--- src/design/button_press_repeat_tracker_top_assert.svh ---
// Assertion macros for the button press repeat tracker.
// Included by the top level; depends on nothing else.
`ifndef BUTTON_PRESS_REPEAT_TRACKER_TOP_ASSERT_SVH
`define BUTTON_PRESS_REPEAT_TRACKER_TOP_ASSERT_SVH

`ifndef SYNTHESIS

// Checked on aclk while reset is released.
`define BPRT_ASSERT(lbl, prop) \
    lbl: assert property (@(posedge aclk) disable iff (!aresetn) prop) \
        else $error("button tracker assertion failed");

// Checked on aclk also during reset.
`define BPRT_ASSERT_RST(lbl, prop) \
    lbl: assert property (@(posedge aclk) prop) \
        else $error("button tracker reset assertion failed");

`else

`define BPRT_ASSERT(lbl, prop)
`define BPRT_ASSERT_RST(lbl, prop)

`endif

`endif

--- src/design/bprt_pkg.sv ---
// Package for the button press repeat tracker: sizes, codes and helpers.
// Used by button_press_repeat_tracker_top; depends on nothing.
package bprt_pkg;

    // Number of tracked buttons and width of the visible masks.
    localparam int BUTTONS    = 20;
    localparam int OUT_W      = 20;
    localparam int ID_W       = 5;
    localparam int TICK_W     = 32;
    localparam int CFG_W      = 16;
    localparam int CFG_ADDR_W = 1;
    localparam int IDX_W      = (BUTTONS > 1) ? $clog2(BUTTONS) : 1;
    localparam int WIDE_W     = (BUTTONS > OUT_W) ? BUTTONS : OUT_W;

    // Item kinds.
    localparam logic [1:0] FN_TICK   = 2'd0;
    localparam logic [1:0] FN_BUTTON = 2'd1;
    localparam logic [1:0] FN_HAT    = 2'd2;

    // Hat axis code for the positive side.
    localparam logic [1:0] HAT_POS = 2'b01;

    // Configuration register indexes.
    localparam logic [CFG_ADDR_W-1:0] REG_DELAY    = 1'd0;
    localparam logic [CFG_ADDR_W-1:0] REG_INTERVAL = 1'd1;

    typedef logic [BUTTONS-1:0] btn_mask_t;
    typedef logic [OUT_W-1:0]   out_mask_t;

    // Cut or pad a button mask to the visible output width.
    function automatic out_mask_t visible(btn_mask_t m);
        logic [WIDE_W-1:0] t;
        t = WIDE_W'(m);
        return t[OUT_W-1:0];
    endfunction

endpackage

--- src/design/button_press_repeat_tracker_top.sv ---
// Button press repeat tracker: held, edge and auto-repeat masks.
// Depends on bprt_pkg and button_press_repeat_tracker_top_assert.svh.
//
//  channel  direction  handshake          payload
//  s_       in         s_valid / s_ready  func, button_id, second_id, pressed, hat_value, tick
//  m_       out        m_valid / m_ready  held, pressed edge, released edge, repeat masks
//  cfg_     in         cfg_we             cfg_addr, cfg_wdata
//
// A frame tick runs a scan: one shared 32-bit adder and comparator walk the
// repeat times one button per cycle. A button event passes one side step and a
// hat event two, one per side through the same adder. Unused codes skip to the final step.
// s_ready is high only in the idle state; a finished result waits in the output
// register while the next request is accepted and worked on, and that request
// holds in its final step until the output register is free.
// Reset is synchronous and active low; the repeat times have no reset.
module button_press_repeat_tracker_top (
    input  logic                               aclk,
    input  logic                               aresetn,
    input  logic                               cfg_we,
    input  logic [bprt_pkg::CFG_ADDR_W-1:0]    cfg_addr,
    input  logic [bprt_pkg::CFG_W-1:0]         cfg_wdata,
    input  logic                               s_valid,
    output logic                               s_ready,
    input  logic [1:0]                         s_func,
    input  logic [bprt_pkg::ID_W-1:0]          s_button_id,
    input  logic [bprt_pkg::ID_W-1:0]          s_second_id,
    input  logic                               s_pressed,
    input  logic signed [1:0]                  s_hat_value,
    input  logic [bprt_pkg::TICK_W-1:0]        s_tick,
    output logic                               m_valid,
    input  logic                               m_ready,
    output logic [bprt_pkg::OUT_W-1:0]         m_held_mask,
    output logic [bprt_pkg::OUT_W-1:0]         m_pressed_edge_mask,
    output logic [bprt_pkg::OUT_W-1:0]         m_released_edge_mask,
    output logic [bprt_pkg::OUT_W-1:0]         m_repeat_mask
);
    import bprt_pkg::*;

    `include "button_press_repeat_tracker_top_assert.svh"

    // Sequencer states.
    localparam logic [2:0] S_IDLE   = 3'd0;
    localparam logic [2:0] S_SCAN   = 3'd1;
    localparam logic [2:0] S_SIDE_A = 3'd2;
    localparam logic [2:0] S_SIDE_B = 3'd3;
    localparam logic [2:0] S_DONE   = 3'd4;

    logic [2:0]        state_reg, state_next;
    logic [IDX_W-1:0]  cnt_reg, cnt_next;

    logic [CFG_W-1:0]  delay_reg, interval_reg;

    btn_mask_t         held_reg, held_next;
    btn_mask_t         pedge_reg, pedge_next;
    btn_mask_t         redge_reg, redge_next;
    btn_mask_t         rpt_reg, rpt_next;
    logic [TICK_W-1:0] due_reg [BUTTONS];

    // Latched request.
    logic [1:0]        func_reg;
    logic [ID_W-1:0]   id_a_reg, id_b_reg;
    logic              press_reg;
    logic [1:0]        hat_reg;
    logic [TICK_W-1:0] tick_reg;

    logic              m_valid_reg;
    out_mask_t         m_held_reg, m_pedge_reg, m_redge_reg, m_rpt_reg;

    // Shared unit operands and results.
    logic [TICK_W-1:0] add_a, add_b, add_sum, due_rd;
    logic              due_hit;

    // Side handling for button and hat events.
    logic [ID_W-1:0]   side_id;
    logic              side_down, side_valid;
    logic [IDX_W-1:0]  side_idx;
    btn_mask_t         side_bit, scan_bit;

    logic              s_fire, out_free;
    logic              due_we;
    logic [IDX_W-1:0]  due_waddr;

    assign s_fire   = s_valid && s_ready;
    assign s_ready  = (state_reg == S_IDLE);
    assign out_free = !m_valid_reg || m_ready;

    // Operand select for the one adder and comparator.
    assign due_rd  = due_reg[cnt_reg];
    assign add_a   = (state_reg == S_SCAN) ? due_rd : tick_reg;
    assign add_b   = (state_reg == S_SCAN) ? TICK_W'(interval_reg) : TICK_W'(delay_reg);
    assign add_sum = add_a + add_b;
    assign due_hit = (tick_reg >= due_rd);

    // Which button the current event side addresses, and the direction.
    always_comb begin
        side_id   = (state_reg == S_SIDE_B) ? id_b_reg : id_a_reg;
        if (state_reg == S_SIDE_B) begin
            side_down = (hat_reg == HAT_POS);
        end else if (func_reg == FN_HAT) begin
            side_down = hat_reg[1];
        end else begin
            side_down = press_reg;
        end
        side_valid = ({1'b0, side_id} < (ID_W + 1)'(BUTTONS));
        side_idx   = side_id[IDX_W-1:0];
        side_bit   = side_valid ? (btn_mask_t'(1) << side_idx) : '0;
        scan_bit   = btn_mask_t'(1) << cnt_reg;
    end

    // Sequencer and mask update.
    always_comb begin
        state_next = state_reg;
        cnt_next   = cnt_reg;
        held_next  = held_reg;
        pedge_next = pedge_reg;
        redge_next = redge_reg;
        rpt_next   = rpt_reg;
        due_we     = 1'b0;
        due_waddr  = cnt_reg;
        unique case (state_reg)
            S_IDLE: begin
                if (s_fire) begin
                    cnt_next = '0;
                    priority if (s_func == FN_TICK) begin
                        pedge_next = '0;
                        redge_next = '0;
                        rpt_next   = '0;
                        state_next = S_SCAN;
                    end else if (s_func == FN_BUTTON || s_func == FN_HAT) begin
                        state_next = S_SIDE_A;
                    end else begin
                        state_next = S_DONE;
                    end
                end
            end
            S_SCAN: begin
                if (((held_reg & scan_bit) != '0) && due_hit) begin
                    rpt_next = rpt_reg | scan_bit;
                    due_we   = 1'b1;
                end
                if (cnt_reg == IDX_W'(BUTTONS - 1)) begin
                    state_next = S_DONE;
                end else begin
                    cnt_next = cnt_reg + 1'b1;
                end
            end
            S_SIDE_A, S_SIDE_B: begin
                if (side_valid) begin
                    if (!side_down) begin
                        if ((held_reg & side_bit) != '0) begin
                            held_next  = held_reg & ~side_bit;
                            rpt_next   = rpt_reg & ~side_bit;
                            redge_next = redge_reg | side_bit;
                        end
                    end else if ((held_reg & side_bit) == '0) begin
                        held_next  = held_reg | side_bit;
                        pedge_next = pedge_reg | side_bit;
                        rpt_next   = rpt_reg | side_bit;
                        due_we     = 1'b1;
                        due_waddr  = side_idx;
                    end
                end
                if (state_reg == S_SIDE_A && func_reg == FN_HAT) begin
                    state_next = S_SIDE_B;
                end else begin
                    state_next = S_DONE;
                end
            end
            S_DONE: begin
                if (out_free) begin
                    state_next = S_IDLE;
                end
            end
            default: begin
                state_next = S_IDLE;
            end
        endcase
    end

    // Control state and masks.
    always_ff @(posedge aclk) begin
        if (!aresetn) begin
            state_reg    <= S_IDLE;
            cnt_reg      <= '0;
            held_reg     <= '0;
            pedge_reg    <= '0;
            redge_reg    <= '0;
            rpt_reg      <= '0;
            delay_reg    <= CFG_W'(300);
            interval_reg <= CFG_W'(100);
            m_valid_reg  <= 1'b0;
        end else begin
            state_reg <= state_next;
            cnt_reg   <= cnt_next;
            held_reg  <= held_next;
            pedge_reg <= pedge_next;
            redge_reg <= redge_next;
            rpt_reg   <= rpt_next;
            if (cfg_we) begin
                unique case (cfg_addr)
                    REG_DELAY:    delay_reg    <= cfg_wdata;
                    REG_INTERVAL: interval_reg <= cfg_wdata;
                    default: ;
                endcase
            end
            if (state_reg == S_DONE && out_free) begin
                m_valid_reg <= 1'b1;
            end else if (m_ready) begin
                m_valid_reg <= 1'b0;
            end
        end
    end

    // Request latch, repeat times and output payload.
    always_ff @(posedge aclk) begin
        if (s_fire) begin
            func_reg  <= s_func;
            id_a_reg  <= s_button_id;
            id_b_reg  <= s_second_id;
            press_reg <= s_pressed;
            hat_reg   <= s_hat_value;
            tick_reg  <= s_tick;
        end
        if (due_we) begin
            due_reg[due_waddr] <= add_sum;
        end
        if (state_reg == S_DONE && out_free) begin
            m_held_reg  <= visible(held_reg);
            m_pedge_reg <= visible(pedge_reg);
            m_redge_reg <= visible(redge_reg);
            m_rpt_reg   <= visible(rpt_reg);
        end
    end

    assign m_valid              = m_valid_reg;
    assign m_held_mask          = m_held_reg;
    assign m_pressed_edge_mask  = m_pedge_reg;
    assign m_released_edge_mask = m_redge_reg;
    assign m_repeat_mask        = m_rpt_reg;

    // The scan counter never leaves the button range.
    `BPRT_ASSERT(a_scan_range, (state_reg == S_SCAN) |-> (cnt_reg <= IDX_W'(BUTTONS - 1)))

    // A repeating button is always a held one.
    `BPRT_ASSERT(a_rpt_held, (rpt_reg & ~held_reg) == '0)

    // A frame tick clears the edge masks and starts the scan.
    `BPRT_ASSERT(a_tick_clear, (s_fire && s_func == FN_TICK) |=>
        (state_reg == S_SCAN && pedge_reg == '0 && redge_reg == '0))

    // Reset leaves the sequencer idle with no pending result.
    `BPRT_ASSERT_RST(a_reset, !aresetn |=> (state_reg == S_IDLE && !m_valid_reg))

endmodule
--- config.mk ---
export PLATFORM = sky130hd
export DESIGN_NAME = button_press_repeat_tracker_top
export DESIGN_NICKNAME = d
export VERILOG_FILES = /design/src/design/bprt_pkg.sv /design/src/design/button_press_repeat_tracker_top.sv
export VERILOG_INCLUDE_DIRS = /design/src /design/src/design
export SDC_FILE = /design/constraint.sdc
export NUM_CORES = 1
export LEC_CHECK = 0
export BUFFER_PORTS_ARGS = -buffer_cell sky130_fd_sc_hd__buf_2
export CORE_MARGIN = 2
export CORE_UTILIZATION = 55
export DETAILED_ROUTE_END_ITERATION = 7
export PLACE_DENSITY = 0.7
export REMOVE_ABC_BUFFERS = 1
export SYNTH_ARGS = -nofsm -noshare
export SYNTH_HDL_FRONTEND = slang
export SYNTH_SLANG_ARGS = --single-unit
--- constraint.sdc ---
create_clock -name aclk -period 9.54 [get_ports aclk]
set_input_delay 1.431 -clock aclk [delete_from_list [all_inputs] [get_ports aclk]]
set_output_delay 1.431 -clock aclk [all_outputs]
set_load 0.01 [all_outputs]
==> results.json, run 1 <==
{
  "coreArea_sq_um": 67000,
  "path_common_cell": "buf_4",
  "drive_gt1_share_pct": 22.1,
  "cap_violations": 0,
  "hold_class": "reg -> reg",
  "largest_reg_flops": 640,
  "max_stage_delay_ns": 0.82,
  "grt_max_degree": 103,
  "diodes": 0,
  "power.density_nw_per_um2": 213,
  "initial_core_util_pct": 55.3,
  "critPathKind": "reg -> reg",
  "cts.sinks": 893,
  "cts_buffers": 90,
  "finalPower_mw": 8.99,
  "cts-hold-fix-buffers": 0,
  "yosys.area.top_type": "edfxtp_1",
  "synth_top_cell_area_share_pct": 62.1,
  "grt_pass1_vias": 21573,
  "clk_path_buf_depth": 3,
  "slew_violations": 0,
  "drt_iter0_drc": 2388,
  "clockRootBuffer": "clkbuf_16",
  "gp_congestion": 0.912,
  "cts_setup_buffers": 0,
  "rsz0062_at_grt": "false",
  "place_hpwl_mm": 55.4,
  "postSynth.asyncResetShare_pct": 0,
  "worst_pin_slew_ns": 1.33,
  "vias": 21550,
  "period_share_pct": 71.2,
  "grt_util_all_layers_pct": 26.3,
  "post_drt_wl_per_cell_um": 26.6,
  "period_needed_ns": 6.79,
  "synth.most_common_cell": "edfxtp_1",
  "cp_cell_sequence": "buf_4 > nor2b_1 > buf_4 > a22oi_1 > a32o_1 > a221oi_1 > ha_1 > nand4_1 > nor2_1 > o211ai_1 > o41ai_1 > a32oi_4 > buf_4 > a21oi_4 > buf_4",
  "leakage_nw": 13.9,
  "hold-path-cell-count": 0,
  "setup_viol": 0,
  "crit_path_top_delay_cell": "o41ai_1",
  "relSlewSlack_pct": 11.0,
  "reg2reg_setup_slack_ns": 2.75,
  "hold_viol": 0,
  "drc_errors": 0,
  "reg2reg_depth": 15,
  "use_met2_pct": 44.8,
  "yosys-top-cells-count": "edfxtp_1 (767), nand2_1 (235), mux4_2 (136)",
  "clk_pin_slew_ns": 0.06,
  "cp_max_fo": 48,
  "firstDrtPassIters": 5,
  "r2r_end": "due_reg[1][24]",
  "worst_hold_slack_ns": 0.428,
  "postLayoutCoreUtil_pct": 63.1,
  "grt_use_met3_pct": 3.60,
  "syn-cell-area_sq_um": 37100,
  "postRouteAntennaNets": 0,
  "top_usage_layer": "met2",
  "worst_ir_drop_vdd_mv": 0.156,
  "fin_nets": 2614,
  "max_clock_freq_mhz": 147,
  "wl_mm": 91.5,
  "synthFlopType": "edfxtp_1",
  "critPathCaptureType": "flop",
  "clkLatencyLatePin_ns": 0.66,
  "avgSynthCellArea_sq_um": 16.1,
  "synth_cell_type_count": 87,
  "hold_path_end": "m_pressed_edge_mask[19]",
  "outcome": "finished, final reports clean",
  "cp.depth": 15,
  "io_pins": 151,
  "ys_seq_area_share_pct": 68.9,
  "htreeDepth": 3,
  "finClkSkew_ns": 0.0215,
  "antenna_found_initial": 0,
  "die_height_um": 264,
  "syn_to_final_growth_pct": 14.0,
  "cts_resized": 0,
  "grt_pass1_wl_mm": 137,
  "gr-usage-met1_pct": 35.0,
  "cts_tree": "done",
  "crit_family": "compound AO/OA/AOI/OAI gates",
  "synth_edf_count": 767,
  "path_buf_inv": 4,
  "gr-total-overflow": 0,
  "min_from": "pedge_reg[19]",
  "die_area_sq_um": 69600,
  "die_x_um": 264,
  "crit_required_ns": 9.82,
  "startpoint_type": "flop",
  "viasPerCell": 6.28,
  "ys_warn_count": 0,
  "synth.top_cells.by_area": "edfxtp_1 (62%), mux4_2 (8.3%), dfxtp_1 (6.8%)",
  "numPortBuffers": 150,
  "cp_data_arrival_time_ns": 7.06,
  "ys_ff_latch": 893,
  "synth_cells": 2309,
  "rows": 95
}
==> final cells by class <==
type	instances	area (sq um)
Clock inverter	56	845
Inverter	24	90.1
Multi-Input combinational cell	1260	11000
Clock buffer	112	2370
Fill cell	4777	24800
Sequential cell	893	25600
Timing Repair Buffer	216	1270
Tap cell	873	1090
==> how the worst max path moves through the flow <==
stage                                 to  slack [ns]
after global placement    due_reg[1][23]        2.88
final                     due_reg[1][24]        2.75
after global routing      due_reg[1][30]        2.27
after floorplan           due_reg[12][0]       -0.95
after CTS                 due_reg[7][25]        2.68
after detailed placement  due_reg[4][25]        2.72
==> power by group <==
group / total, mW / internal [mW] / switching, mW
Clock: 3.79 / 2.30 / 1.49
Sequential: 4.52 / 4.48 / 0.0425
Combinational: 0.680 / 0.207 / 0.473
==> worst register-to-register path, stage by stage (launching register included) <==
cell and delay, ns:
dfxtp_4 0.76, buf_4 0.87, nor2b_1 0.35, buf_4 0.27, a22oi_1 0.15, a32o_1 0.28, a221oi_1 0.38, ha_1 0.21
nand4_1 0.13, nor2_1 0.24, o211ai_1 0.13, o41ai_1 0.82, a32oi_4 0.58, buf_4 0.40, a21oi_4 0.29, buf_4 0.53
==> cells in the final DEF (no fill, tap or decap), types with 15 or more instances in the layout <==
master	instances
a22o_1	26
nand3_1	35
mux4_1	15
bufinv_16	19
nand2_1	234
mux2i_1	102
a31oi_1	16
a21oi_1	100
buf_2	150
ha_1	59
o21ai_0	70
clkbuf_16	90
o21a_1	27
a21oi_4	20
edfxtp_1	767
clkbuf_1	18
buf_4	64
inv_1	22
nand2b_1	35
nor3_1	33
a21o_1	15
dfxtp_1	121
nor2_1	81
mux4_2	136
==> through the flow <==
stage | worst slack, ns | std cells | cell area, sq um | TNS [ns]
3_5_place_dp | 2.72 | 3265 | 39000 | 0
4_1_cts | 2.68 | 3433 | 42200 | 0
6_report | 2.75 | 3434 | 42300 | 0
5_1_grt | 2.27 | 3434 | 42300 | 0
2_1_floorplan | -0.951 | 2177 | 36400 | -630.54
3_3_place_gp | 2.88 | 3265 | 39000 | 0
==> routing by layer <==
layer | part of all wire (%) | vias up | routed length, um
li1 | - | 9461 | -
met1 | 40 | 10987 | 36200
met2 | 50 | 951 | 45800
met3 | 7.2 | 151 | 6590
met4 | 3.1 | 0 | 2880
met5 | 0 | - | 0
==> kinds of logic after synthesis <==
| kind of cell | after synthesis | synth area share [%] |
|---|---|---|
| DFF | 893 | 68.9 |
| AOI/OAI and AO/OA | 385 | 6.83 |
| adders and majority gates | 60 | 2.04 |
| buffers and inverters | 156 | 2.24 |
| muxes | 265 | 12.4 |
| xor gates and xnor gates | 30 | 0.708 |
| and+or+nand+nor | 520 | 6.86 |
No activity file was read; power rests on OpenSTA's default activity.
==> run 2, diff against run 1 <==
- clock period: 9.54 -> 6.7 ns (I/O delays scaled with it)
==> run 2 against run 1 <==
Effect of this change:
- clock power up 32%
- power is 38% higher
- cell area is 0.36% higher
- combinational power up 42%
- register-to-register slack worse by 2.3 ns
- cell count grew 0.20%
- worst hold slack gained 0.0029 ns
- wire length grew 2.2%
- first-iteration DRC count rose by 8.8%
- fmax is 8.7% higher
- sequential share of layout area fell by 0.22 points
- flip-flop and latch count is the same
- critical endpoint is now due_reg[6][2]
- highest routed layer unchanged
==> results.json, run 2 (synthesis results as in run 1) <==
{
  "outcome": "finished, final reports clean",
  "grt_util_all_layers_pct": 27.0,
  "grt_pass1_wl_mm": 139,
  "grt_use_met3_pct": 3.68,
  "critPathKind": "reg -> reg",
  "firstDrtPassIters": 6,
  "cts_resized": 0,
  "cts_setup_buffers": 0,
  "setup_viol": 0,
  "slew_violations": 0,
  "htreeDepth": 3,
  "post_drt_wl_per_cell_um": 27.2,
  "cp_data_arrival_time_ns": 6.60,
  "wl_mm": 93.5,
  "grt_pass1_vias": 21601,
  "cts-hold-fix-buffers": 0,
  "startpoint_type": "flop",
  "finClkSkew_ns": 0.0281,
  "drc_errors": 0,
  "gp_congestion": 0.937,
  "worst_ir_drop_vdd_mv": 0.244,
  "io_pins": 151,
  "power.density_nw_per_um2": 292,
  "cts.sinks": 893,
  "largest_reg_flops": 640,
  "cp_max_fo": 33,
  "fin_tns_setup_ns": 0,
  "initial_core_util_pct": 55.3,
  "syn_to_final_growth_pct": 14.4,
  "cap_violations": 0,
  "gr-usage-met1_pct": 36.1,
  "fin_nets": 2625,
  "period_share_pct": 93.2,
  "crit_path_top_delay_cell": "o41ai_1",
  "leakage_nw": 14.0,
  "clockRootBuffer": "clkbuf_16",
  "die_area_sq_um": 69600,
  "coreArea_sq_um": 67000,
  "max_stage_delay_ns": 0.98,
  "drt_iter0_drc": 2598,
  "crit_required_ns": 7.05,
  "min_from": "redge_reg[16]",
  "numPortBuffers": 150,
  "clkLatencyLatePin_ns": 0.65,
  "rsz0062_at_grt": "false",
  "fin_ws_ns": 0.454,
  "worst_pin_slew_ns": 1.30,
  "cts_buffers": 89,
  "max_clock_freq_mhz": 160,
  "use_met2_pct": 44.9,
  "viasPerCell": 6.31,
  "diodes": 0,
  "clk_path_buf_depth": 3,
  "period_needed_ns": 6.25,
  "critPathCaptureType": "flop",
  "drive_gt1_share_pct": 22.3,
  "grt_max_degree": 80,
  "vias": 21698,
  "antenna_found_initial": 1,
  "place_ws_ns": 0.419,
  "final_cell_mix": "edfxtp_1 (767), nand2_1 (234), buf_2 (150)",
  "relSlewSlack_pct": 13.1,
  "final_common_cell": "edfxtp_1",
  "path_common_cell": "buf_12",
  "hold_viol": 0,
  "gr-total-overflow": 0,
  "rows": 95,
  "place_hpwl_mm": 57.5,
  "die_height_um": 264,
  "hold_class": "reg -> reg",
  "top_usage_layer": "met2",
  "finalPower_mw": 12.4,
  "cts_tree": "done",
  "die_x_um": 264,
  "postRouteAntennaNets": 0,
  "cp_cell_sequence": "buf_12 > buf_12 > mux4_2 > mux4_2 > mux2i_1 > ha_1 > nand4_1 > o211ai_1 > a2111oi_0 > buf_4 > o41ai_1 > a32oi_4 > a21oi_4 > buf_12",
  "clk_pin_slew_ns": 0.06
}
==> run 2: cell count changes in the layout (fill, tap and decap cells not counted), moves of 2 or more <==
| cell | delta |
|---|---|
| buf_4 | -15 |
| inv_6 | +2 |
| buf_12 | +27 |
| bufinv_16 | -12 |
| clkinv_8 | -3 |
| clkbuf_8 | +5 |
| clkbuf_16 | +3 |
==> run 2: power by group <==
part	internal [mW]	switching [mW]	leakage [nW]
Sequential	6.38	0.0578	7.98
Clock	2.91	2.09	1.45
Combinational	0.296	0.673	4.52
Total	9.59	2.82	14.0
==> run 2: per-layer routing <==
layer | up-vias | part of all wire [%]
met4 | 0 | 3.9
met1 | 11011 | 40
met3 | 195 | 7.4
met2 | 1012 | 49
met5 | - | 0
li1 | 9480 | -
==> run 2: final cells by class <==
cell class	instances	area [sq um]
sequential	893	25600
inverter	24	90.1
clock buffer	120	2520
fill	4780	24600
clock inverter	43	434
multi-input combinational	1260	11000
timing repair buffer	228	1700
tap	873	1090
==> run 2: metrics by stage <==
| step | std cells | instance area [sq um] | util [%] | hold slack [ns] |
|---|---|---|---|---|
| 2_1_floorplan | 2177 | 36400 | - | 0.408 |
| 3_3_place_gp | 3277 | 39400 | 58.8 | 0.417 |
| 3_5_place_dp | 3277 | 39400 | 58.8 | 0.423 |
| 4_1_cts | 3440 | 42400 | 63.2 | 0.435 |
| 5_1_grt | 3441 | 42400 | 63.3 | 0.447 |
| 6_report | 3441 | 42400 | 63.3 | 0.431 |
==> run 2: critical path, delay by kind of cell (launching register included) <==
kind	cells	cell delay [ns]
muxes	3	1.18
AOI/OAI and AO/OA	5	2.80
DFF	1	0.57
buffers and inverters	4	1.07
adders and majority gates	1	0.18
and+or+nand+nor	1	0.09
==> run 2: worst paths after layout <==
path	end	slack [ns]	cells past startpoint
max	due_reg[6][2]	0.45	14
min	m_released_edge_mask[16]	0.43	0
max reg2reg	due_reg[6][2]	0.45	14
min reg2reg	m_released_edge_mask[16]	0.43	0
